## config.mk

```make
export PLATFORM = sky130hd
export DESIGN_NAME = ddo_cordic
export DESIGN_NICKNAME = d
export VERILOG_FILES = /design/src/assert_macros.svh /design/src/ddo_pkg.sv /design/src/ddo_cordic.sv
export SDC_FILE = /design/constraint.sdc
export NUM_CORES = 1
export LEC_CHECK = 0
export ABC_AREA = 1
export BUFFER_PORTS_ARGS = -buffer_cell sky130_fd_sc_hd__buf_2
export CORE_ASPECT_RATIO = 0.6
export CORE_UTILIZATION = 50
export DETAILED_ROUTE_END_ITERATION = 12
export MAX_ROUTING_LAYER = met4
export PLACE_DENSITY = 0.7
export SLEW_MARGIN = 20
export SYNTH_ARGS = -nofsm -noshare
export SYNTH_HDL_FRONTEND = slang
export SYNTH_SLANG_ARGS = --single-unit
```

## constraint.sdc

```tcl
create_clock -name clk -period 5.3 [get_ports clk]
set_input_delay 1.06 -clock clk [delete_from_list [all_inputs] [get_ports clk]]
set_output_delay 1.06 -clock clk [all_outputs]
set_load 0.03 [all_outputs]
```

## src/assert_macros.svh

```systemverilog
// assertion macros shared by the rtl
`ifndef ASSERT_MACROS_SVH
`define ASSERT_MACROS_SVH
`ifndef SYNTH
`define CHK_IMPLY(lbl, ck, rstn, ante, cons) \
	lbl: assert property (@(posedge ck) disable iff (!rstn) (ante) |-> (cons)) \
		else $error("assertion failed");
`define CHK_NEXT(lbl, ck, rstn, ante, cons) \
	lbl: assert property (@(posedge ck) disable iff (!rstn) (ante) |=> (cons)) \
		else $error("assertion failed");
`else
`define CHK_IMPLY(lbl, ck, rstn, ante, cons)
`define CHK_NEXT(lbl, ck, rstn, ante, cons)
`endif
`endif

```

## src/ddo_pkg.sv

```systemverilog
package ddo_pkg;

	localparam int HEADING_BITS = 16;
	localparam int TW_W = 31;
	localparam int CW = 34;
	localparam int CORDIC_ITERS = 30;
	localparam int ITER_W = 5;
	localparam int STEP_W = 7;
	localparam logic [STEP_W-1:0] DIV1_STEPS = 7'd64;
	localparam logic [STEP_W-1:0] DIV2_STEPS = 7'd32;
	localparam logic [31:0] PHASE_K = 32'd2734261103;
	localparam logic signed [CW-1:0] CORDIC_GAIN = 34'sd652032874;
	localparam logic signed [CW-1:0] ONE_Q30 = 34'sd1073741824;
	localparam logic [TW_W-1:0] TW_RESET = 31'd65536;

	typedef struct packed {
		logic action;
		logic signed [31:0] wheel0_angle;
		logic signed [31:0] wheel1_angle;
		logic signed [31:0] new_x;
		logic signed [31:0] new_y;
		logic [15:0] new_heading;
	} item_t;

	typedef struct packed {
		logic signed [31:0] pose_x;
		logic signed [31:0] pose_y;
		logic [15:0] pose_heading;
		logic signed [31:0] wheel0_now;
		logic signed [31:0] wheel1_now;
	} res_t;

	typedef struct packed {
		logic start;
		logic [64:0] rem_init;
		logic [63:0] num;
		logic [64:0] den;
		logic [STEP_W-1:0] steps;
	} div_cmd_t;

	typedef enum logic [4:0] {
		S_IDLE, S_PREP, S_CHK, S_DIV1, S_PH1, S_PH2, S_PH3, S_SSTART, S_SCORD,
		S_F1, S_F2, S_F3, S_F4, S_DIV2S, S_DIV2, S_HSTART, S_HCORD,
		S_R1, S_R2, S_R3, S_R4, S_R5, S_DONE
	} state_t;

	function automatic logic [29:0] atan_entry(input logic [ITER_W-1:0] i);
		logic [29:0] a;
		case (i)
			5'd0: a = 30'd536870912;
			5'd1: a = 30'd316933406;
			5'd2: a = 30'd167458907;
			5'd3: a = 30'd85004756;
			5'd4: a = 30'd42667331;
			5'd5: a = 30'd21354465;
			5'd6: a = 30'd10679838;
			5'd7: a = 30'd5340245;
			5'd8: a = 30'd2670163;
			5'd9: a = 30'd1335087;
			5'd10: a = 30'd667544;
			5'd11: a = 30'd333772;
			5'd12: a = 30'd166886;
			5'd13: a = 30'd83443;
			5'd14: a = 30'd41722;
			5'd15: a = 30'd20861;
			5'd16: a = 30'd10430;
			5'd17: a = 30'd5215;
			5'd18: a = 30'd2608;
			5'd19: a = 30'd1304;
			5'd20: a = 30'd652;
			5'd21: a = 30'd326;
			5'd22: a = 30'd163;
			5'd23: a = 30'd81;
			5'd24: a = 30'd41;
			5'd25: a = 30'd20;
			5'd26: a = 30'd10;
			5'd27: a = 30'd5;
			5'd28: a = 30'd3;
			5'd29: a = 30'd1;
			default: a = 30'd0;
		endcase
		return a;
	endfunction

	function automatic logic signed [31:0] sat32(input logic signed [47:0] v);
		logic signed [31:0] r;
		if (v > 48'sd2147483647) begin
			r = 32'sh7fffffff;
		end else if (v < -48'sd2147483648) begin
			r = 32'sh80000000;
		end else begin
			r = v[31:0];
		end
		return r;
	endfunction

endpackage

```

## src/ddo_cordic.sv

```systemverilog
module ddo_cordic (
	input logic clk,
	input logic arst_n,
	input logic start,
	input logic [31:0] phase,
	output logic done,
	output logic signed [ddo_pkg::CW-1:0] cos_val,
	output logic signed [ddo_pkg::CW-1:0] sin_val
);
	import ddo_pkg::*;

	logic signed [CW-1:0] x_q, y_q, z_q;
	logic [ITER_W-1:0] it_q;
	logic busy_q, done_q, flip_q;
	logic flip_c;
	logic [31:0] p_c;
	logic signed [CW-1:0] xs_c, ys_c, at_c;

	localparam logic [ITER_W-1:0] LAST_IT = ITER_W'(CORDIC_ITERS - 1);

	// fold the phase into the half circle around zero
	assign flip_c = ((phase + 32'h40000000) & 32'h80000000) != 32'd0;
	assign p_c = flip_c ? (phase ^ 32'h80000000) : phase;

	assign xs_c = x_q >>> it_q;
	assign ys_c = y_q >>> it_q;
	assign at_c = $signed({4'b0, atan_entry(it_q)});

	always_ff @(posedge clk or negedge arst_n) begin
		if (!arst_n) begin
			busy_q <= 1'b0;
			done_q <= 1'b0;
			it_q <= '0;
		end else begin
			done_q <= busy_q && (it_q == LAST_IT);
			if (start) begin
				busy_q <= 1'b1;
				it_q <= '0;
			end else if (busy_q) begin
				if (it_q == LAST_IT) begin
					busy_q <= 1'b0;
				end
				it_q <= it_q + 1'b1;
			end
		end
	end

	always_ff @(posedge clk) begin
		if (start) begin
			x_q <= CORDIC_GAIN;
			y_q <= '0;
			z_q <= CW'($signed(p_c));
			flip_q <= flip_c;
		end else if (busy_q) begin
			if (!z_q[CW-1]) begin
				x_q <= x_q - ys_c;
				y_q <= y_q + xs_c;
				z_q <= z_q - at_c;
			end else begin
				x_q <= x_q + ys_c;
				y_q <= y_q - xs_c;
				z_q <= z_q + at_c;
			end
		end
	end

	assign done = done_q;
	assign cos_val = flip_q ? -x_q : x_q;
	assign sin_val = flip_q ? -y_q : y_q;

endmodule

```

* Word-level counts from Yosys, hierarchy flattened
Memory sizes are Yosys's and may differ from the RTL's.
Cells that the tools add are included.
** Operators by class
- Add/subtract/negate cells :: 10
- Multipliers :: 0
- Divide/modulo/power cells :: 0
- $lt $le $gt $ge :: 0
- Equality and inequality tests :: 1
- Shift operators :: 2
- Multiplexer cells :: 13
- Bitwise operators :: 1
- Reduce and logical (&&, ||, !) cells :: 2
** Operator list (count)
- two-way mux 34 bit :: 7
- adder 34 bit :: 2
- negation 34 bit :: 2
- >>> shifter 34 x 5 -> 34 bit :: 2
- subtractor 34 bit :: 2
- adder 34 x 31 -> 34 bit :: 1
- subtractor 34 x 31 -> 34 bit :: 1
- adder 32 x 31 -> 32 bit (second input constant) :: 1
- two-way mux 32 bit :: 1
- two-way mux 5 bit :: 2
- adder 5 x 1 -> 5 bit (second input constant) :: 1
- equality test 5 bit (second input constant) :: 1
- two-way mux 1 bit :: 3
- nonzero test 2 bit :: 1
- logical AND 1 bit :: 1
- inverter 1 bit :: 1
** Storage, ports and cells
- Flip-flop bits (word level) :: 110
- Bits in latches :: 0
- Memory bits (writable) :: 0
- Memory bits (read-only) :: 960
- Input bits :: 35
- Logic and storage cells :: 37
- Memories :: 1
** Memory list
- (no name shown) :: words 32, bits a word 30, rd ports 1, clocked after Yosys merged registers in 0, write ports 0, line ddo_pkg.sv:49 : case (i)

* Logic depth before layout (Yosys ltp)
An unclocked memory read counts as a cell.
- Depth after elaboration :: 5
- Gate-level depth with buffers :: 43
- Gate-level depth less buffers :: 41

* Worst setup path after synthesis
OpenSTA, ideal clock, no wires.
- Kind :: register to register
- From :: register it_q[0]
- To :: register z_q[33], data pin
- Library setup time :: 0.258 ns
- Data arrival time :: 4.407 ns
- Required time :: 5.042 ns
- Path slack :: 0.635 ns
- Stages on the path, launching flop included :: 34
- Cells stage by stage :: dfrtp_1 buf_6 inv_4 buf_6 buf_6 ha_1 inv_1 nand2_1 nand2_1 o22ai_1 nand2b_1 inv_1 ha_1 inv_1 nor2_1 nand2_1 nor3_2 nand3_1 nor2_1 nand3_1 nor3_2 or2_1 buf_6 xor2_2 ha_1 a21oi_1 inv_1 a31oi_1 o221ai_1 a21oi_1 and2_1 o21ai_0 o21ai_0 nand2_1
** On the way
- Word-level cells in the longest chain between the ends :: 5
- Elaborated cells on any way between the ends :: 6
- Classes of those cells :: 2 x add/sub; 3 x mux; 1 x memory
** RTL lines
- start, declared :: line ddo_cordic.sv:13 : logic [ITER_W-1:0] it_q;
- start signal, assigned :: line ddo_cordic.sv:43 : it_q <= it_q + 1'b1;
- memory read (32 x 30 bit) (*)
- subtractor 34 x 31 -> 34 bit / adder 34 x 31 -> 34 bit (equally long branches) :: line ddo_cordic.sv:58, ddo_cordic.sv:62
- two-way mux 34 bit (*) :: line ddo_cordic.sv:55 : if (!z_q[CW-1]) begin
- two-way mux 34 bit (*) :: line ddo_cordic.sv:54 : end else if (busy_q) begin
- two-way mux 34 bit (*) :: line ddo_cordic.sv:49 : if (start) begin
- end signal, assigned :: line ddo_cordic.sv:52 : z_q <= CW'($signed(p_c));
- end signal, assigned :: line ddo_cordic.sv:58 : z_q <= z_q - at_c;
- end signal, assigned :: line ddo_cordic.sv:62 : z_q <= z_q + at_c;
- end, declared :: line ddo_cordic.sv:12 : logic signed [CW-1:0] x_q, y_q, z_q;
Mark *: on every way between the ends. The rest lies on a longest branch, timed or not. The select of a mux whose other input is x is not followed.
A chain may end at the register's enable or synchronous reset.

* Worst setup path in the final report
Ends and elaborated chain as after synthesis.

==> out/qor.yml <==
timing:
  finalSetupViolCount: 0
  max_slew_margin_pct: 33.0
  post-route-period-util_pct: 98.0
  clock_skew_ns: 0.0226
  tightest_slew_ns: 1.01
  rsz0062_at_grt: "true"
  hold_ws_ns: 0.495
  min_period_ns: 5.20
  max_freq_ghz: 0.192
  drv_slew: 0
  hold_viol_final: 0
yosys:
  synth_top_cell_by_area: "nand2_1"
  synth_edf_count: 35
  synth_commonest_cells: "881 x nand2_1, 402 x nand3_1, 289 x inv_1, 256 x nor2_1, 170 x a21oi_1"
  postSynthAreaPerCell_um2: 5.83
  muxShareOfSynthArea_pct: 0
  synth_top_family_by_area: "simple AND/OR/NAND/NOR gates"
  synth_seq_cells: 110
  synth-compound-area-share_pct: 14.9
  yosysMostFrequentCell: "nand2_1"
  syn_nets: 3126
  synthAdderAreaFrac_pct: 8.58
  synth_area_um2: 17300
  async_flop_share_pct: 6.36
  synth_top_area_share_pct: 19.1
  synth_ff_type: "dfxtp_1"
  synth.area.top_cells: "nand2_1 19%, nand3_1 12%, ha_1 8.2%, dfxtp_1 7.9%, xor2_1 6.5%"
  syn_inst: 2974
  synthSimpleGateAreaFrac_pct: 41.5
  yosys.cell_types.count: 59
  synth_xor_area_share_pct: 9.73
  yosysSeqAreaShare_pct: 14.9
  yosys_warnings: 0
route:
  antenna_left: 0
  initialDrtViolationCount: 2962
  drcViolationCount: 0
  vias: 21700
  wl_per_cell_um: 20.8
  routed_wl_um: 73800
  drt_pass1_iterations: 9
  viasPerCell: 6.10
worst_setup_path:
  crit_family: "simple AND/OR/NAND/NOR gates"
  endpoint_kind: "register"
  worstSetupPathType: "register to register"
  worst_path_most_repeated_cell: "nand2_1"
  critPathRequiredTime_ns: 5.45
  critPathMaxFanout: 6
  slowest_stage: "dfrtp_4"
  cp.arrival_ns: 5.34
  max_stage_delay_ns: 0.56
  crit_path_start_kind: "register"
  path_buf_inv: 6
finish:
  final_cells: 3553
  post-route-util_pct: 59.2
  area_growth_pct: 15.7
  final_nets: 3241
  layout-drive-gt1-share_pct: 15.3
  antennaDiodeCount: 0
cts:
  cts_hold_buffers: 0
  cts.htree.levels: 3
  cts_tree: "done"
  clock-sinks: 110
  clk_latency_ns: 0.40
  cts_buffers: 9
  clk_pin_slew_ns: 0.09
  clk_path_buf_depth: 2
  clock-root-buffer: "clkbuf_16"
placement:
  placed_cells: 3497
  post-dp-hpwl_um: 56500
  port_buffers: 103
  gp_congestion: 1.08
grt:
  grt_overflow: 0
  grt_pass1_vias: 18800
  antenna_found_initial: 0
  grt_first_pass_wirelength_um: 109000
  grt_use_total_pct: 40.5
  grt_max_degree: 62
die:
  floorplan.rows: 52
  ios: 104
  die_w_um: 242
  initial_utilization_pct: 51.1
  core_um2: 33900
  die-area_um2: 35400
  die_h_um: 146
hold_path:
  hold_path_class: "input pin to async pin"
outcome:
  status: "completed"
job:
  cap_violations: 0
[repair_timing]
item | in CTS | in global routing
buffers inserted | 0 | 34
endpoints found under the setup margin | 0 | 37
hold endpoints to repair | 0 | 0
resized for setup | 0 | 214
[worst register-to-register path: cells and delay by family (launching register included)]
kind	cells	cell delay, ns
compound gates	5	0.64
simple gates	19	2.54
flops	1	0.56
buf+inv	6	0.53
fa+ha+maj	3	0.68
[logic make-up (layout without fill, tap and decap cells)]
family	after synthesis	count (layout)
XOR/XNOR	189	189
AND/OR/NAND/NOR	1681	1681
buffers and inverters	423	543
flip-flops	110	110
adder cells (fa/ha/maj)	117	117
AO/OA/AOI/OAI	454	454
[placed cells by master, fill, tap and decap left out, types with 9 or more instances in the layout]
master / Yosys / routed
a21o_1: 14 / 14
a21oi_1: 170 / 139
a21oi_2: 0 / 30
a31oi_1: 31 / 26
buf_12: 0 / 14
buf_2: 38 / 103
buf_4: 14 / 95
clkbuf_16: 0 / 13
dfxtp_1: 68 / 68
edfxtp_1: 35 / 35
ha_1: 114 / 98
ha_4: 0 / 9
inv_1: 289 / 277
inv_2: 12 / 24
nand2_1: 881 / 856
nand2_2: 6 / 26
nand3_1: 402 / 391
nand3_2: 1 / 11
nand4_1: 16 / 16
nor2_1: 256 / 241
nor2_2: 12 / 24
nor3_1: 39 / 32
nor3_2: 7 / 9
nor4_1: 13 / 10
o21a_1: 12 / 12
o21ai_0: 139 / 112
o21ai_1: 5 / 23
o21bai_1: 9 / 9
o22ai_1: 32 / 32
or2_2: 29 / 28
xnor2_1: 57 / 56
xor2_1: 128 / 126
[metal layers]
layer  global-route usage (%)  part of all wire [%]  routed length [um]
met2                     52.4                    38               28200
met1                     62.0                    47               35000
met4                     8.16                   1.8                1320
met3                     8.88                    13                9220
met5                        -                     0                   0
[metrics by stage]
stage	instance area, um^2	setup slack, ns	setup TNS (ns)
after detailed placement	18500	0.0951	0
after floorplan	17300	0.635	0
final	20100	0.104	0
after global routing	20100	-0.141	-0.924
after global placement	18500	0.165	0
after CTS	18800	0.0541	0
[state kept, by name (all words and copies together), names as in the netlist]
signal and cells:
flip_q 1, it_q 5, done 1, y_q 34
z_q 34, busy_q 1, x_q 34
[path summary, 6_finish.rpt]
path	slack [ns]	start	cells past startpoint	endpoint
max reg2reg	0.10	it_q[0]	33	z_q[33]
min reg2reg	0.60	y_q[18]	2	y_q[18]
min in group clk	0.60	y_q[18]	2	y_q[18]
max in group asynchronous	4.61	arst_n	1	it_q[2]
min	0.50	arst_n	1	it_q[0]
max	0.10	it_q[0]	33	z_q[33]
[layout make-up]
type	instances	area, um^2
fill	3318	13800
multi-input combinational	2441	13700
sequential	110	2600
timing repair buffer	223	1730
inverter	303	1150
tap	459	574
clock buffer	11	233
clock inverter	5	58.8
timing repair inverter	1	8.76
Power is not shown: default switching activity piles up to over one toggle a cycle in this logic, so the estimate is an artifact.
