===== config.mk =====
export PLATFORM = sky130hd
export DESIGN_NAME = ddo_div
export DESIGN_NICKNAME = d
export VERILOG_FILES = /design/src/assert_macros.svh /design/src/ddo_pkg.sv /design/src/ddo_div.sv
export SDC_FILE = /design/constraint.sdc
export NUM_CORES = 1
export LEC_CHECK = 0
export ABC_CLOCK_PERIOD_IN_PS = 7910
export BUFFER_PORTS_ARGS = -buffer_cell sky130_fd_sc_hd__clkbuf_2
export CAP_MARGIN = 20
export CORE_MARGIN = 2
export CORE_UTILIZATION = 45
export CTS_BUF_LIST = sky130_fd_sc_hd__clkbuf_16
export CTS_CLUSTER_DIAMETER = 100
export DETAILED_ROUTE_END_ITERATION = 6
export PLACE_DENSITY_LB_ADDON = 0.3
export SKIP_LAST_GASP = 1
export SYNTH_ARGS = -nofsm -noshare
export SYNTH_HDL_FRONTEND = slang
export SYNTH_SLANG_ARGS = --single-unit

===== constraint.sdc =====
create_clock -name clk -period 7.91 [get_ports clk]
set_clock_uncertainty 0.2 [all_clocks]
set_input_delay 0 -clock clk [delete_from_list [all_inputs] [get_ports clk]]
set_output_delay 0 -clock clk [all_outputs]
set_load 0.01 [all_outputs]

===== src/assert_macros.svh =====
// assertion macros shared by the rtl
`ifndef ASSERT_MACROS_SVH
`define ASSERT_MACROS_SVH
`ifndef SYNTH
`define CHK_IMPLY(lbl, ck, rstn, ante, cons) \
	lbl: assert property (@(posedge ck) disable iff (!rstn) (ante) |-> (cons)) \
		else $error("assertion failed");
`define CHK_NEXT(lbl, ck, rstn, ante, cons) \
	lbl: assert property (@(posedge ck) disable iff (!rstn) (ante) |=> (cons)) \
		else $error("assertion failed");
`else
`define CHK_IMPLY(lbl, ck, rstn, ante, cons)
`define CHK_NEXT(lbl, ck, rstn, ante, cons)
`endif
`endif


===== src/ddo_pkg.sv =====
package ddo_pkg;

	localparam int HEADING_BITS = 16;
	localparam int TW_W = 31;
	localparam int CW = 34;
	localparam int CORDIC_ITERS = 30;
	localparam int ITER_W = 5;
	localparam int STEP_W = 7;
	localparam logic [STEP_W-1:0] DIV1_STEPS = 7'd64;
	localparam logic [STEP_W-1:0] DIV2_STEPS = 7'd32;
	localparam logic [31:0] PHASE_K = 32'd2734261103;
	localparam logic signed [CW-1:0] CORDIC_GAIN = 34'sd652032874;
	localparam logic signed [CW-1:0] ONE_Q30 = 34'sd1073741824;
	localparam logic [TW_W-1:0] TW_RESET = 31'd65536;

	typedef struct packed {
		logic action;
		logic signed [31:0] wheel0_angle;
		logic signed [31:0] wheel1_angle;
		logic signed [31:0] new_x;
		logic signed [31:0] new_y;
		logic [15:0] new_heading;
	} item_t;

	typedef struct packed {
		logic signed [31:0] pose_x;
		logic signed [31:0] pose_y;
		logic [15:0] pose_heading;
		logic signed [31:0] wheel0_now;
		logic signed [31:0] wheel1_now;
	} res_t;

	typedef struct packed {
		logic start;
		logic [64:0] rem_init;
		logic [63:0] num;
		logic [64:0] den;
		logic [STEP_W-1:0] steps;
	} div_cmd_t;

	typedef enum logic [4:0] {
		S_IDLE, S_PREP, S_CHK, S_DIV1, S_PH1, S_PH2, S_PH3, S_SSTART, S_SCORD,
		S_F1, S_F2, S_F3, S_F4, S_DIV2S, S_DIV2, S_HSTART, S_HCORD,
		S_R1, S_R2, S_R3, S_R4, S_R5, S_DONE
	} state_t;

	function automatic logic [29:0] atan_entry(input logic [ITER_W-1:0] i);
		logic [29:0] a;
		case (i)
			5'd0: a = 30'd536870912;
			5'd1: a = 30'd316933406;
			5'd2: a = 30'd167458907;
			5'd3: a = 30'd85004756;
			5'd4: a = 30'd42667331;
			5'd5: a = 30'd21354465;
			5'd6: a = 30'd10679838;
			5'd7: a = 30'd5340245;
			5'd8: a = 30'd2670163;
			5'd9: a = 30'd1335087;
			5'd10: a = 30'd667544;
			5'd11: a = 30'd333772;
			5'd12: a = 30'd166886;
			5'd13: a = 30'd83443;
			5'd14: a = 30'd41722;
			5'd15: a = 30'd20861;
			5'd16: a = 30'd10430;
			5'd17: a = 30'd5215;
			5'd18: a = 30'd2608;
			5'd19: a = 30'd1304;
			5'd20: a = 30'd652;
			5'd21: a = 30'd326;
			5'd22: a = 30'd163;
			5'd23: a = 30'd81;
			5'd24: a = 30'd41;
			5'd25: a = 30'd20;
			5'd26: a = 30'd10;
			5'd27: a = 30'd5;
			5'd28: a = 30'd3;
			5'd29: a = 30'd1;
			default: a = 30'd0;
		endcase
		return a;
	endfunction

	function automatic logic signed [31:0] sat32(input logic signed [47:0] v);
		logic signed [31:0] r;
		if (v > 48'sd2147483647) begin
			r = 32'sh7fffffff;
		end else if (v < -48'sd2147483648) begin
			r = 32'sh80000000;
		end else begin
			r = v[31:0];
		end
		return r;
	endfunction

endpackage


===== src/ddo_div.sv =====
module ddo_div (
	input logic clk,
	input logic arst_n,
	input ddo_pkg::div_cmd_t cmd,
	output logic done,
	output logic [63:0] quot
);
	import ddo_pkg::*;

	logic [64:0] rem_q, den_q;
	logic [63:0] num_q, q_q;
	logic [STEP_W-1:0] cnt_q;
	logic done_q;
	logic [65:0] trial_c, diff_c;
	logic ge_c;

	// restoring division, one quotient bit per cycle
	assign trial_c = {rem_q, num_q[63]};
	assign diff_c = trial_c - {1'b0, den_q};
	assign ge_c = trial_c >= {1'b0, den_q};

	always_ff @(posedge clk or negedge arst_n) begin
		if (!arst_n) begin
			cnt_q <= '0;
			done_q <= 1'b0;
		end else begin
			done_q <= (cnt_q == STEP_W'(1)) && !cmd.start;
			if (cmd.start) begin
				cnt_q <= cmd.steps;
			end else if (cnt_q != '0) begin
				cnt_q <= cnt_q - 1'b1;
			end
		end
	end

	always_ff @(posedge clk) begin
		if (cmd.start) begin
			rem_q <= cmd.rem_init;
			num_q <= cmd.num;
			den_q <= cmd.den;
			q_q <= '0;
		end else if (cnt_q != '0) begin
			rem_q <= ge_c ? diff_c[64:0] : trial_c[64:0];
			num_q <= {num_q[62:0], 1'b0};
			q_q <= {q_q[62:0], ge_c};
		end
	end

	assign done = done_q;
	assign quot = q_q;

endmodule


# [Yosys cells after proc, flatten, opt, wreduce, memory -nomap -nowiden]
# Index checks and enable logic that the tools add are counted.
[word_totals] output_inout_bits=65 reg_bits=266 wordCells=21
[classes] muxes=7 eq_ne=1 order_cmp=1 n_addsub=2 reduce_logical=4
[op_table] cell="$mux 65" n=3
[op_table] cell="$mux 64" n=2
[op_table] cell="$ge 66x65->1" n=1
[op_table] cell="$sub 65x65->65" n=1
[op_table] cell="$mux 7" n=2
[op_table] cell="$eq 7x1->1 const B" n=1
[op_table] cell="$reduce_bool 7->1" n=1
[op_table] cell="$sub 7x1->7 const B" n=1
[op_table] cell="$reduce_bool 2->1" n=1
[op_table] cell="$logic_and 1x1->1" n=1
[op_table] cell="$logic_not 1->1" n=1

# [Longest topological paths before layout]
# Gate-level depths: netlist of run 1.
[logic_depth] ltp_word=4 depth_mapped=16 ltp_nobuf=14

# [Worst setup path after synthesis of run 1]
# OpenSTA, ideal clock, no wires.
[synth_timing] path_kind="register -> register" from="reg cnt_q[0]" to="reg num_q[0], enable pin" t_arrival_ns=3.706 path_stages_with_launch=7 slack_ns=2.876 n_path_buf=1 path_cell_list="dfrtp_1 > inv_1 > ha_1 > nand2_1 > nor4_1 > clkbuf_1 > nand2b_1"
[synth_via] elab_chain_len=2
[synth_lines] element="start, declared" line_no="ddo_div.sv:12" text="logic [STEP_W-1:0] cnt_q;"
[synth_lines] element="start signal, assigned" line_no="ddo_div.sv:29" text="cnt_q <= cmd.steps;"
[synth_lines] element="start signal, assigned" line_no="ddo_div.sv:31" text="cnt_q <= cnt_q - 1'b1;"
[synth_lines] element="$reduce_bool 7->1" line_no="ddo_div.sv:42" text="end else if (cnt_q != '0) begin"
[synth_lines] element="$reduce_bool 2->1 (no source line)"
[synth_lines] element="end signal, assigned" line_no="ddo_div.sv:39" text="num_q <= cmd.num;"
[synth_lines] element="end signal, assigned" line_no="ddo_div.sv:44" text="num_q <= {num_q[62:0], 1'b0};"
[synth_lines] element="end, declared" line_no="ddo_div.sv:11" text="logic [63:0] num_q, q_q;"
# Every way passes these cells.
# A chain may end at the register's enable or synchronous reset.

# [Final worst setup path of run 1]
[layout_timing] from="reg num_q[63]" to="reg rem_q[25] (data pin)"
[layout_via] elab_chain_len=4
[layout_lines] element="$sub 65x65->65 or $ge 66x65->1 (tied branches)" line_no="ddo_div.sv:19, ddo_div.sv:20"
[layout_lines] element="$mux 65 *" line_no="ddo_div.sv:43" text="rem_q <= ge_c ? diff_c[64:0] : trial_c[64:0];"
[layout_lines] element="$mux 65 *" line_no="ddo_div.sv:42"
[layout_lines] element="$mux 65 *" line_no="ddo_div.sv:37" text="if (cmd.start) begin"
[layout_lines] element="end signal, assigned" line_no="ddo_div.sv:38" text="rem_q <= cmd.rem_init;"
[layout_lines] element="end signal, assigned" line_no="ddo_div.sv:43"
[layout_lines] element="end, declared" line_no="ddo_div.sv:10" text="logic [64:0] rem_q, den_q;"
# Mark *: on every way between the ends. The rest lies on a longest branch, timed or not. The select of a mux whose other input is x is not followed.

==> metrics.md, run 1 <==
| Metric | Value |
|---|---|
| Maxcap violations | `0` |
| Number of global-route vias before repair | `13,300` |
| Placed inst area | `0.0166 mm^2` |
| Root Buffer Master | `clkbuf_16` |
| Drt first pass iters | `5` |
| Hold Vio Cnt, Final | `0` |
| Initial Util | `0.458` |
| Clock Sinks | `266` |
| DP Worst Slack | `3.53 ns` |
| Int Pwr | `0.00428 W` |
| Mapped cell area | `0.0150 mm^2` |
| CP most frequent cell | `inv_1` |
| Clock network power share | `0.227` |
| Outcome | `completed` |
| Worst Hold Class | `input port to flop` |
| Switching share of power | `0.360` |
| Max Fclk | `199 MHz` |
| Routed WL per cell | `17.3 um` |
| Std cell rows | `66` |
| Cells after synthesis | `1,424` |
| Layout Utilization | `0.638` |
| Largest net degree at the start of global routing | `97` |
| Layout cell share with drive strength beyond 1 | `0.231` |
| Worst skew pair latency | `0.59 ns` |
| NetSw | `0.00241 W` |
| CTS clk-pin slew, worst paths | `0.06 ns` |
| Crit path DAT | `5.12 ns` |
| Slowest stage cell, crit path | `nand2_4` |
| Crit path largest cell delay | `0.57 ns` |
| Period utilization | `0.635` |
| Worst slew pin tran | `1.05 ns` |
| Design area | `0.0209 mm^2` |
| EDFF count, synth | `194` |
| CTS tree | `yes` |
| Gpl congestion | `0.893` |
| Fin crit period | `5.02 ns` |
| Area Growth Syn to Fin | `39.3%` |
| Comb pwr share | `0.478` |
| Sequential area share after synthesis | `0.488` |
| Leak Pwr | `8.76 nW` |
| Die area | `0.0348 mm^2` |
| I/O Buffers | `268` |
| I/O pin total | `269` |
| Setup CP Type | `flop to flop` |
| Clock buffer count from CTS | `30` |
| Htree depth | `1` |
| Yosys cell types | `76` |
| Global-route wire length before repair | `67,900 um` |
| Synth Flop Type | `edfxtp_1` |
| Nets | `2,239` |
| DR vias/cell | `5.29` |
| DIE WIDTH | `186 um` |
| Post-Route WL | `42,200 um` |
| YS warnings | `0` |
| Synth Net Count | `1,696` |
| Startpoint types | `flop` |
| Critical path endpoint category | `flop` |
| Setup TNS Final | `0 ns` |
| Max clock buf depth | `3` |
| Syn Area/Cell | `10.5 um^2` |
| Critical-path cell list | `inv_1, ha_1, inv_1, fa_1, a21oi_1, o221ai_1, a21oi_4, a211oi_1, o211ai_2, a21boi_1, o21ai_2, nand2_4, mux2_1, mux2_2, dlygate4sd3_1` |
| Sequential power share | `0.295` |
| Final-layout fill cell count | `2,567` |
| Initial antenna violation count | `8` |
| Drt first-iter violations | `784` |
| Relative slew margins | `0.302` |
| Total gr overflow | `0` |
| Core Area | `0.0327 mm^2` |
| P per Cell Area | `321 mW/mm^2` |
| Post-CTS setup buffers | `0` |
| R2R Setup Slk | `2.89 ns` |
| VDD IR max | `0.000193 V` |
| Post-synth ARST share | `0.0301` |
| Die Height | `186 um` |
| Worst-path fanout max | `72` |
| RSZ-0062 raised after global routing | `false` |
| Routed Antenna Nets | `0` |
| GR Util All Layers | `0.237` |
| # setup viols final | `0` |
| # DRC | `0` |
| Via count | `12,900` |
| DP HPWL | `25,900 um` |
| Max-slew violations | `0` |
| #FFs+latches synth | `266` |
| Setup ws final | `2.89 ns` |
| CP required | `8.01 ns` |
-- cell type report --
class,count,area (um^2),share of cell area
Antenna cell,5,12.5,0.000600
Inverter,86,323,0.0155
Sequential cell,266,7310,0.350
Clock buffer,30,751,0.0360
Multi-Input combinational cell,994,7020,0.336
Tap cell,442,553,0.0265
Clock inverter,26,327,0.0156
Timing Repair Buffer,589,4580,0.219
-- cells in the mapped netlist (all sizes together) (6+ instances only) --
| master | count | area, um^2 |
|---|---|---|
| mux2 | 156 | 1760 |
| a211oi | 13 | 108 |
| nor3b | 6 | 45.0 |
| dfrtp | 8 | 200 |
| mux2i | 14 | 140 |
| o21ai | 66 | 334 |
| o211ai | 7 | 62.6 |
| o31ai | 10 | 80.1 |
| nand2 | 208 | 788 |
| a31oi | 7 | 50.1 |
| nor3 | 17 | 85.1 |
| xor2 | 27 | 236 |
| ha | 67 | 838 |
| nor4 | 9 | 62.6 |
| a21oi | 149 | 761 |
| nor2b | 6 | 37.5 |
| inv | 86 | 323 |
| o21a | 8 | 60.1 |
| edfxtp | 194 | 5830 |
| buf | 13 | 105 |
| xnor2 | 34 | 298 |
| nand4 | 21 | 131 |
| o21bai | 12 | 90.1 |
| a21o | 34 | 255 |
| nand3 | 9 | 45.0 |
| clkbuf | 65 | 244 |
| dfxtp | 64 | 1280 |
| nor2 | 49 | 186 |
-- worst max-delay path, delay by kind of cell (launching register included) --
kind	cells	cell delay, ns
simple gates	1	0.57
mux	2	0.85
buf+inv	3	0.69
compound gates	7	1.49
flops	1	0.36
fa+ha+maj	2	0.56
-- what timing repair did --
item | in CTS | in global routing
hold buffers | 314 | 0
hold endpoints to repair | 245 | 0
gates resized for setup | 0 | 0
-- metrics by stage --
stage,std cells,hold slack [ns],power [W]
final,2438,0.0615,0.00669
after global routing,2437,0.0444,0.00713
after global placement,2061,-0.323,0.00474
after floorplan,1424,-0.496,0.00421
after CTS,2431,0.00819,0.00663
after detailed placement,2061,-0.324,0.00479
-- layout by cell type, fill, tap and decap left out, types with 6 or more instances in the layout --
cell type	count
a211oi_1	11
a21o_1	34
a21oi_1	147
a31oi_1	6
bufinv_16	7
clkbuf_16	30
clkbuf_2	267
dfrtp_1	8
dfxtp_1	64
dlygate4sd3_1	314
edfxtp_1	194
ha_1	67
inv_1	91
mux2_1	40
mux2_2	116
mux2i_1	14
nand2_1	207
nand3_1	9
nand4_1	21
nor2_1	48
nor2b_1	6
nor3_1	17
nor3b_1	6
nor4_1	7
o21a_1	8
o21ai_0	60
o21bai_1	12
o31ai_1	9
xnor2_1	34
xor2_1	27
-- path summary, 6_finish.rpt --
| kind | cells after the start | start | to |
|---|---|---|---|
| max | 15 | num_q[63]$_DFFE_PP_ | rem_q[25]$_DFFE_PP_ |
| min | 3 | cmd[130] | num_q[58]$_DFFE_PP_ |
| max reg2reg | 15 | num_q[63]$_DFFE_PP_ | rem_q[25]$_DFFE_PP_ |
| min reg2reg | 2 | quot[25]$_SDFFE_PP0P_ | quot[25]$_SDFFE_PP0P_ |
| max in group asynchronous | 3 | arst_n | cnt_q[3]$_DFFE_PN0P_ |
| min in group asynchronous | 3 | arst_n | cnt_q[2]$_DFFE_PN0P_ |
-- flip-flops by register name, summed over array words and instances (netlist names) --
name,count
rem_q,65
num_q,64
den_q,65
done,1
cnt_q,7
quot,64
-- per-layer routing --
metal | global-route usage | wire length (um) | part of all wire
met1 | 0.297 | 17800 | 0.42
met2 | 0.409 | 20500 | 0.48
met3 | 0.0587 | 2810 | 0.067
met4 | 0.0635 | 1080 | 0.026
met5 | 0 | 38 | 0.00090
-- power by group through the flow --
| stage | Clock, W | Sequential (W) | Combinational [W] |
|---|---|---|---|
| 2_1_floorplan | 0 | 0.00194 | 0.00227 |
| 3_3_place_gp | 0 | 0.00198 | 0.00276 |
| 3_5_place_dp | 0 | 0.00199 | 0.00280 |
| 4_1_cts | 0.00155 | 0.00196 | 0.00312 |
| 5_1_grt | 0.00160 | 0.00200 | 0.00352 |
| 6_report | 0.00152 | 0.00197 | 0.00320 |
-- cell families (layout without fill, tap and decap cells) --
kind of cell	count (synthesis)	count (layout)	synth area share
buf+inv	164	731	0.0448
fa+ha+maj	68	68	0.0573
compound gates	341	341	0.141
simple gates	354	354	0.107
xor+xnor	61	61	0.0357
other cells	0	5	0
mux	170	170	0.127
flops	266	266	0.488
No activity file was read; power rests on OpenSTA's default activity.
==> run 2, diff against run 1 <==
--- a/config.mk
+++ b/config.mk
@@ -5,7 +5,8 @@
 export SDC_FILE = /design/constraint.sdc
 export NUM_CORES = 1
 export LEC_CHECK = 0
-export ABC_CLOCK_PERIOD_IN_PS = 7910
+export ABC_AREA = 1
+export ABC_CLOCK_PERIOD_IN_PS = 4380
 export BUFFER_PORTS_ARGS = -buffer_cell sky130_fd_sc_hd__clkbuf_2
 export CAP_MARGIN = 20
 export CORE_MARGIN = 2
==> constraint.sdc (replaced) <==
create_clock -name clk -period 4.38 [get_ports clk]
set_clock_uncertainty 0.2 [all_clocks]
set_input_delay 0 -clock clk [delete_from_list [all_inputs] [get_ports clk]]
set_output_delay 0 -clock clk [all_outputs]
set_load 0.01 [all_outputs]
==> run 2 against run 1 <==
Against the previous run: first-iteration DRC count increased by 89%; flip-flop and latch count unchanged; utilization down 2.6 points.
==> metrics.md, run 2 <==
| Metric | Value |
|---|---|
| Drt first-iter violations | `1,478 (+89%)` |
| YS warnings | `0 (unchanged)` |
| RSZ-0062 raised after global routing | `false` |
| Clock Sinks | `266 (unchanged)` |
| EDFF count, synth | `194 (unchanged)` |
| Cells after synthesis | `2,367 (+66%)` |
| Max clock buf depth | `3 (unchanged)` |
| Gpl congestion | `0.965 (+8.0%)` |
| Post-synth ARST share | `0.0301 (unchanged)` |
| Period utilization | `0.771 (+0.136)` |
| Via count | `17,200 (+33%)` |
| Global-route wire length before repair | `90,800 um (+34%)` |
| Worst skew pair latency | `0.61 ns (+0.02 ns)` |
| Crit path DAT | `3.51 ns (-1.61 ns)` |
| #FFs+latches synth | `266 (unchanged)` |
| Setup CP Type | `flop to flop` |
| Setup TNS Final | `0 ns (unchanged)` |
| Htree depth | `1 (unchanged)` |
| Area Growth Syn to Fin | `33.3%` |
| Most used routing layer in global routing | `met2` |
| Syn Area/Cell | `7.14 um^2 (-32%)` |
| Sequential area share after synthesis | `0.432 (-0.0554)` |
| Nets | `3,188 (+42%)` |
| Total gr overflow | `0 (unchanged)` |
| CTS tree | `yes` |
| Worst Hold Class | `input port to flop` |
| Maxcap violations | `0 (unchanged)` |
| Std cell rows | `70 (+6.1%)` |
| DIE WIDTH | `198 um (+6.1%)` |
| Met3 usage | `0.0416 (-0.0171)` |
| CP required | `4.51 ns (-3.50 ns)` |
| Synth Net Count | `2,639 (+56%)` |
| Register area | `0.00731 mm^2 (unchanged)` |
| Met1 Use GR | `0.382 (+0.0851)` |
| Max-slew violations | `0 (unchanged)` |
| # setup viols final | `0 (unchanged)` |
| Hold Vio Cnt, Final | `0 (unchanged)` |
| Number of global-route vias before repair | `17,100 (+28%)` |
| P per Cell Area | `540 mW/mm^2 (+69%)` |
| Relative slew margins | `0.271 (-0.0317)` |
| Commonest non-fill, non-tap cell in the layout | `nand2_1` |
| Critical path endpoint category | `flop` |
| Mapped cell area | `0.0169 mm^2 (+13%)` |
| Worst slew pin tran | `1.09 ns (+0.0475 ns)` |
| Die area | `0.0391 mm^2 (+13%)` |
| Synth top area cells | `edfxtp_1 34%, nand2_1 20%, inv_1 9.8%` |
| Core Area | `0.0368 mm^2 (+12%)` |
| Drt first pass iters | `6 (+1)` |
| DP HPWL | `40,700 um (+57%)` |
| Initial antenna violation count | `2 (-6)` |
| I/O pin total | `269 (unchanged)` |
| Commonest non-fill, non-tap cells in the layout | `915 x nand2_1, 443 x inv_1, 302 x dlygate4sd3_1, 267 x clkbuf_2, 194 x edfxtp_1` |
| Fin crit period | `3.38 ns (-1.65 ns)` |
| GR Util All Layers | `0.297 (+0.0599)` |
| Setup ws final | `1.00 ns (-1.88 ns)` |
| Most frequent cells after synthesis | `915 x nand2_1, 440 x inv_1, 194 x edfxtp_1` |
| Startpoint types | `flop` |
| Root Buffer Master | `clkbuf_16` |
| # DRC | `0 (unchanged)` |
| Leak Pwr | `11.4 nW (+30%)` |
| Die Height | `198 um (+6.1%)` |
| Post-Route WL | `58,200 um (+38%)` |
| Synth area leader | `edfxtp_1` |
| Top cell type's share of synthesized area | `0.345 (-0.0442)` |
| Outcome | `completed` |
| DR vias/cell | `5.03 (-4.9%)` |
| VDD IR max | `0.000324 V (+67%)` |
| Worst-path fanout max | `30 (-58%)` |
| Most frequent cell after synthesis | `nand2_1` |
| Initial Util | `0.459 (+0.00135)` |
| DP Worst Slack | `1.11 ns (-2.42 ns)` |
| Routed Antenna Nets | `0 (unchanged)` |
| Post-CTS setup buffers | `0 (unchanged)` |
| Top flop regs | `den_q (65), rem_q (65)` |
| Routed WL per cell | `17.1 um (-1.4%)` |
| Met2 usage | `0.526 (+0.117)` |
| CTS clk-pin slew, worst paths | `0.06 ns (about the same)` |
| Yosys cell types | `40 (-47%)` |
| I/O Buffers | `268 (unchanged)` |
| Synth Flop Type | `edfxtp_1` |
| Max Fclk | `296 MHz (+49%)` |
| Clock buffer count from CTS | `29 (-3.3%)` |
| Largest net degree at the start of global routing | `170 (+75%)` |
| Layout cell share with drive strength beyond 1 | `0.123 (-0.108)` |
| Multi-input gate area | `0.00748 mm^2 (+6.7%)` |
| Final-layout fill cell count | `3,193 (+24%)` |
## run 2: cell types whose count changed after synthesis, sizes merged, moves of 61 or more
| cell | change |
|---|---|
| nand2 | +714 |
| inv | +370 |
| mux2 | -156 |
| nand3 | +138 |
| nor2 | +103 |
| a21oi | -88 |
| o22ai | +61 |
## run 2: layout make-up
cell class	instances	area share
sequential	266	0.324
clock buffer	30	0.0333
inverter	462	0.0773
multi-input combinational	1577	0.332
clock inverter	21	0.00761
tap	468	0.0260
timing repair buffer	580	0.199
antenna	3	0.000333
## run 2: final timing paths
kind	start	to	slack (ns)	cells after the start
worst max-delay path	rem_q[26]$_DFFE_PP_	rem_q[2]$_DFFE_PP_	1.00	13
worst min-delay path	cmd[182]	rem_q[46]$_DFFE_PP_	0.02	4
worst max register to register	rem_q[26]$_DFFE_PP_	rem_q[2]$_DFFE_PP_	1.00	13
worst min register to register	quot[63]$_SDFFE_PP0P_	quot[63]$_SDFFE_PP0P_	0.26	2
max in group asynchronous	arst_n	cnt_q[4]$_DFFE_PN0P_	3.49	3
min in group asynchronous	arst_n	cnt_q[2]$_DFFE_PN0P_	0.21	3
## run 2: what timing repair did
action                                  CTS  global route
hold buffers                            302             0
gates resized for setup                   0             0
endpoints found under the setup margin    0             0
hold endpoints to repair                222             0
## run 2: worst max-delay path: stages (launching register included)
cell      delay, ns
edfxtp_1       0.43
ha_1           0.39
nand2_1        0.17
nor2_1         0.26
nand2_1        0.16
o21bai_1       0.30
inv_2          0.08
nand2_2        0.11
nand2_2        0.08
nand2_4        0.33
buf_4          0.34
o21ai_1        0.10
nand3_1        0.08
nand2_1        0.05
## run 2: kinds of logic (layout without fill, tap and decap cells)
logic type	count (synthesis)	after routing	synth area share
DFF	266	266	0.432
and+or+nand+nor	1294	1294	0.315
adders and majority gates	68	68	0.0508
xor gates and xnor gates	31	31	0.0161
AOI/OAI and AO/OA	184	184	0.0613
buffers and inverters	524	1093	0.125
other	0	3	0
## run 2: metal layers
metal	vias to the layer above	wire, um
met2	619	27900
li1	8487	-
met1	7964	25100
met3	84	3720
met5	-	0
met4	0	1450
## run 2: stage by stage
| stage | utilization | power [W] | std cells | cell area [um^2] | hold WS (ns) |
|---|---|---|---|---|---|
| 2_1_floorplan | - | 0.00776 | 2367 | 16900 | -0.496 |
| 3_3_place_gp | 0.505 | 0.00935 | 3050 | 18600 | -0.333 |
| 3_5_place_dp | 0.505 | 0.00941 | 3050 | 18600 | -0.335 |
| 4_1_cts | 0.612 | 0.0121 | 3403 | 22500 | 0.000977 |
| 5_1_grt | 0.612 | 0.0131 | 3406 | 22500 | 0.0170 |
| 6_report | 0.613 | 0.0122 | 3407 | 22500 | 0.0190 |
## run 2: where the power goes
part / switching (W) / internal, W / total [W]
Combinational: 0.00409 / 0.00217 / 0.00626
Clock: 0.00109 / 0.00136 / 0.00245
Sequential: 0.000227 / 0.00324 / 0.00347
